**config.mk**
```make
export PLATFORM = sky130hd
export DESIGN_NAME = okvt_ram
export DESIGN_NICKNAME = d
export VERILOG_FILES = /design/src/rtl/okvt_ram.sv
export SDC_FILE = /design/constraint.sdc
export NUM_CORES = 1
export LEC_CHECK = 0
export BUFFER_PORTS_ARGS = -buffer_cell sky130_fd_sc_hd__buf_2
export CORE_MARGIN = 4
export CORE_UTILIZATION = 54
export CTS_CLUSTER_DIAMETER = 150
export DETAILED_ROUTE_END_ITERATION = 8
export GPL_TIMING_DRIVEN = 0
export PLACE_DENSITY = 0.74
export SLEW_MARGIN = 10
export SYNTH_ARGS = -nofsm -noshare
export SYNTH_HDL_FRONTEND = slang
export SYNTH_SLANG_ARGS = --single-unit
```
**constraint.sdc**
```tcl
create_clock -name clk -period 1.45 [get_ports clk]
set_input_delay 0.0725 -clock clk [delete_from_list [all_inputs] [get_ports clk]]
set_output_delay 0.0725 -clock clk [all_outputs]
set_load 0.01 [all_outputs]
```
**src/rtl/okvt_ram.sv**
```systemverilog
// ----------------------------------------------------------------------------
// okvt_ram
// Generic single-clock RAM, one write and one read port, registered read.
// ----------------------------------------------------------------------------
module okvt_ram #(
	parameter int WIDTH = 8,
	parameter int DEPTH = 16,
	parameter int AW    = (DEPTH > 1) ? $clog2(DEPTH) : 1
) (
	input  logic             clk,
	input  logic             we,
	input  logic [AW-1:0]    waddr,
	input  logic [WIDTH-1:0] wdata,
	input  logic             re,
	input  logic [AW-1:0]    raddr,
	output logic [WIDTH-1:0] rdata
);
	logic [WIDTH-1:0] mem [DEPTH];

	always_ff @(posedge clk) begin
		if (we) begin
			mem[waddr] <= wdata;
		end
		if (re) begin
			rdata <= mem[raddr];
		end
	end
endmodule

```
==> results.cfg, run 1 <==
[power_and_ir_drop]
pwr-share-seq_pct = 48.8
ir_drop_mv = 1.25
p_comb_share_pct = 5.0
pwr-share-clk_pct = 46.1
internal_power_mw = 7.38
swShare_pct = 19.2
power.switching_mw = 1.75
leakage_nw = 2.04
power.density_mw_per_mm2 = 1470

[worst_setup_path]
crit_start = mem[2][0]
path_class = reg2reg
end_kind = flip-flop
timing.rr.start = mem[2][0]
cp-endpoint = rdata[0]
ff2ff_setup_slack_ns = -0.02
arrival_ns = 1.72
cp-start-kind = flip-flop
critPathMaxFanout = 1
required_ns = 1.70
timing.rr.end = rdata[0]
rr_worst_depth = 3

[placement]
io_buffers = 25
dp_hpwl_um = 6260
gp_congestion = 0.740
place_area_mm2 = 0.00552

[die]
die_h_um = 106
pin_count = 27
start_util_pct = 56.0
die-area_mm2 = 0.0113
core_mm2 = 0.00933
die_w_um = 106
rows = 35

[timing]
tightest_slew_ns = 1.13
slew_violations = 0
whs_ns = 0.0822
setup_viol = 2
setup_ws_ns = -0.0228
hold_violations = 0
finalCritPeriodShare_pct = 102
rsz0062_at_grt = true
timing.fmax_mhz = 679
skew_ns = 0.00666
maxSlewHeadroom_pct = 24.2
period_needed_ns = 1.47
finalSetupTns_ns = -0.0243

[global_routing]
globalRouteMet1Util_pct = 27.5
grt_max_degree = 17
grt_busiest_layer = met2
first_global_vias = 2587
grt_pass1_wl_um = 15500
antenna_found_initial = 0
grt_usage_pct = 19.6
use_met3_pct = 4.92
grtUsageMet2_pct = 30.0
grt-ovfl-total = 0

[finish]
area_growth_pct = 18.9
nets = 301
drive_gt1_share_pct = 34.4
final_area_mm2 = 0.00621
num_antenna_cells = 0

[worst_hold_path]
hp-class = in2reg
holdPathStages = 2

[synth]
syn_avg_cell_area_um2 = 22.8
synth-edff-count = 136
synthTopCellsByCount = 136 x edfxtp_1, 18 x mux4_2, 16 x a22oi_1
synth_most_common_cell = edfxtp_1
ys.warnings.count = 0
synth.area.top_cells = edfxtp_1 78%, mux4_2 7.8%, mux4_1 7.0%
muxShareOfSynthArea_pct = 14.8
synthDistinctLibCells = 18
synth_cells = 229
synth.largest_area_cell = edfxtp_1
netlist_area_mm2 = 0.00523
async_reset_ff_share_pct = 0
synth_top_area_share_pct = 78.1
synth_top_family_by_area = multiplexers
ys_seq_area_share_pct = 78.1
ys_ff_latch = 136
synth_ff_type = edfxtp_1
synthSimpleGateAreaFrac_pct = 3.14
synth-xor-area-share_pct = 0
synthAdderAreaFrac_pct = 0
synth_compound_area_share_pct = 2.30
syn-num-nets = 248

[clocking]
htree_levels = 4
cts-root-buf = clkbuf_8
clockBufferDepth = 2
clkLatencyLatePin_ns = 0.51
cts_tree = built
cts_made_buffers = 17
path_clk_slew_ns = 0.06
cts_sinks = 136
post_cts_buffers = 0

[routing]
num_vias = 2510
post_drt_wl_per_cell_um = 23.8
firstDrtPassIters = 7
route.detailed.drc = 0
viasPerCell = 5.93
drt_iter0_markers = 251
drt-total-wl_um = 10100
final_antenna_net_count = 0

[run_status]
status = complete, but fails checks
violations = negative setup slack

[job]
maxCapViolations = 0
-- sequential cells by signal (all words and copies together) (netlist names) --
| signal | count |
|---|---|
| mem | 128 |
| rdata | 8 |
-- routing by layer --
layer | share of wire [%] | vias up
li1 | - | 1081
met1 | 42 | 1310
met2 | 49 | 105
met3 | 6.5 | 14
met4 | 1.9 | 0
met5 | 0 | -
-- placed cells by master, fill, tap and decap left out, types with 2 or more instances in the layout --
cell / n
edfxtp_1: 136
clkinv_1: 4
nand3b_1: 2
a22oi_1: 6
nor3_2: 3
mux4_1: 5
bufinv_16: 4
a22oi_2: 10
nand2_1: 9
dlygate4sd3_1: 9
clkbuf_16: 16
nor2_1: 13
clkdlybuf4s25_2: 3
buf_2: 28
buf_6: 3
mux4_2: 27
nand2b_1: 2
clkbuf_1: 2
clkinv_2: 3
-- kinds of logic (layout without fill, tap and decap cells) --
group	after synthesis	after routing
compound gates	16	16
flops	136	136
mux	32	32
buf+inv	10	75
simple gates	35	35
-- final cells by class --
cell class | count | area, um2
buffer | 10 | 86.3
clock buffer | 19 | 422
clock inverter | 12 | 158
fill | 591 | 3110
multi-input combinational | 83 | 1090
sequential | 136 | 4080
tap | 129 | 161
timing repair buffer | 34 | 215
-- timing repair --
| item | in CTS | in global routing |
|---|---|---|
| hold buffers | 9 | 0 |
| endpoints found under the hold margin | 136 | 0 |
| gates resized for setup | 9 | 10 |
| pin swaps | 3 | 5 |
| endpoints found under the setup margin | 6 | 7 |
-- power groups by stage --
stage          combinational (mW)  sequential (mW)  clock, mW
4_1_cts                     0.453             4.45       4.26
6_report                    0.461             4.45       4.21
2_1_floorplan               0.224             4.54          0
3_5_place_dp                0.419             4.53          0
5_1_grt                     0.501             4.46       4.45
3_3_place_gp                0.406             4.52          0
-- worst min path at each step --
stage          startpoint  slack [ns]    endpoint
2_1_floorplan    wdata[0]        0.17   mem[0][0]
3_3_place_gp           re        0.41    rdata[2]
3_5_place_dp           re        0.42    rdata[2]
4_1_cts          waddr[1]        0.04   mem[0][2]
5_1_grt          waddr[1]        0.09  mem[12][7]
6_report         waddr[1]        0.08  mem[12][4]
-- worst max-delay path: stages (launching register included) --
cell and delay, ns:
edfxtp_1 0.39, mux4_2 0.49, a22oi_2 0.24, nand2_1 0.10
-- stage by stage --
stage	power, mW	utilization, %	instances	worst slack, ns
2_1_floorplan	4.76	-	229	0.0951
3_3_place_gp	4.93	59.2	383	-0.387
3_5_place_dp	4.95	59.2	383	-0.476
4_1_cts	9.17	66.5	423	-0.0253
5_1_grt	9.41	66.6	423	-0.0519
6_report	9.12	66.6	423	-0.0228
Note: power is estimated with default switching activity, not from simulation.
==> inputs of run 2 (changes only) <==
--- a/config.mk
+++ b/config.mk
@@ -7,11 +7,12 @@
 export LEC_CHECK = 0
 export BUFFER_PORTS_ARGS = -buffer_cell sky130_fd_sc_hd__buf_2
 export CORE_MARGIN = 4
-export CORE_UTILIZATION = 54
+export CORE_UTILIZATION = 55
+export CTS_BUF_LIST = sky130_fd_sc_hd__clkbuf_4
 export CTS_CLUSTER_DIAMETER = 150
 export DETAILED_ROUTE_END_ITERATION = 8
 export GPL_TIMING_DRIVEN = 0
-export PLACE_DENSITY = 0.74
+export PLACE_DENSITY = 0.76
 export SLEW_MARGIN = 10
 export SYNTH_ARGS = -nofsm -noshare
 export SYNTH_HDL_FRONTEND = slang
==> run 2 against run 1 <==
  * The run still ends with negative setup slack left
  * Register-to-register slack about the same
  * Clock skew rose by 0.016 ns
  * Non-clock buffer count unchanged
  * Global-route usage is 0.93 points lower
  * Wire length shrank 6.4%
  * Flip-flop and latch count did not move
  * Die area fell by 1.7%
  * Via count shrank 3.5%
  * Count of clock-buffer cells in the layout shrank 1
  * Clock power is 45% lower
  * Largest power group unchanged
==> results.cfg, run 2 (synthesis results as in run 1) <==
[worst_setup_path]
path_buf_inv = 0
end_kind = flip-flop
arrival_ns = 1.74
critPathMaxFanout = 1
slowest_delay_ns = 0.54
cp_top_family = multiplexers
critPathSlowestCell = mux4_1
crit_start = mem[6][1]
timing.rr.start = mem[6][1]
path_class = reg2reg
ff2ff_setup_slack_ns = -0.02
cp-start-kind = flip-flop
required_ns = 1.72
cp_cell_sequence = mux4_1, a22oi_1, nand2_1

[clocking]
cts_tree = built
cts-root-buf = clkbuf_4
clkLatencyLatePin_ns = 0.51
htree_levels = 4
cts_sinks = 136
path_clk_slew_ns = 0.12
cts_made_buffers = 17
clockBufferDepth = 2

[finish]
drive_gt1_share_pct = 33.6
area_growth_pct = 12.7
nets = 301
reg_top3 = mem x128, rdata x8
top_register = mem
layout_commonest_cell = edfxtp_1
layout_common_cells = 136 x edfxtp_1, 28 x buf_2, 26 x mux4_2
largest_register_ffs = 128
fin_cells = 425

[placement]
dp_hpwl_um = 6030
place_inst = 383
gp_congestion = 0.732
dp_slack_ns = -0.375
io_buffers = 25

[routing]
drt-total-wl_um = 9420
post_drt_wl_per_cell_um = 22.2
num_vias = 2421
final_antenna_net_count = 0
drt_iter0_markers = 184
route.detailed.drc = 0
viasPerCell = 5.70
firstDrtPassIters = 4

[power_and_ir_drop]
power.total_mw = 7.20
leakage_nw = 1.90
power.density_mw_per_mm2 = 1220
ir_drop_mv = 0.550

[timing]
setup_ws_ns = -0.0173
rsz0062_at_grt = true
hold_violations = 0
skew_ns = 0.0223
setup_viol = 1
tightest_slew_ns = 1.25
slew_violations = 0
whs_ns = 0.0566
maxSlewHeadroom_pct = 16.0
finalCritPeriodShare_pct = 101
period_needed_ns = 1.47
timing.fmax_mhz = 682

[die]
rows = 35
start_util_pct = 56.6
die-area_mm2 = 0.0111
core_mm2 = 0.00924
die_w_um = 105
pin_count = 27
die_h_um = 105

[global_routing]
grt-ovfl-total = 0
antenna_found_initial = 1
grt_usage_pct = 18.7
first_global_vias = 2542
grt_max_degree = 17
grt_pass1_wl_um = 14800

[worst_hold_path]
hp-class = in2reg
hp-start = waddr[0]

[run_status]
status = complete, but fails checks
violations = negative setup slack

[job]
maxCapViolations = 0
[run 2: cell type report]
class,count,area [um2]
sequential,136,4080
fill,621,3350
multi-input combinational,83,1070
timing repair buffer,34,215
tap,129,161
clock buffer,18,135
clock inverter,14,134
buffer,10,86.3
antenna,1,2.50
[run 2: final timing paths]
kind,cells past startpoint,endpoint
max,3,rdata[1]
max reg2reg,3,rdata[1]
min,2,mem[0][7]
min reg2reg,3,rdata[7]
[run 2: power breakdown]
group	internal, mW	switching (mW)	total [mW]	leakage [nW]
combinational	0.196	0.255	0.450	0.526
sequential	4.42	0.0198	4.44	1.24
clock	1.02	1.29	2.31	0.138
[run 2: timing repair]
item                                    in CTS  in global routing
endpoints found under the hold margin      136                  0
endpoints found under the setup margin       5                  8
resized for setup                            8                  8
hold buffers                                 9                  0
buffers inserted                             0                  0
pin swaps                                    3                  1
[run 2: metrics by stage]
step	util (%)	instance area, um2	setup TNS, ns
after CTS	63.7	5880	-0.0447
after global placement	59.7	5520	-17.00
after global routing	63.8	5890	-0.130
after floorplan	-	5230	0
after detailed placement	59.7	5520	-18.88
final	63.8	5890	-0.0173
[run 2: layer usage]
metal  wire length (um)  GRT usage [%]  vias to the layer above
li1                   -              -                     1088
met1               3800           25.0                     1219
met2               4620           29.6                      101
met3                828           5.76                       13
met4                165           6.20                        0
met5                  0              0                        -
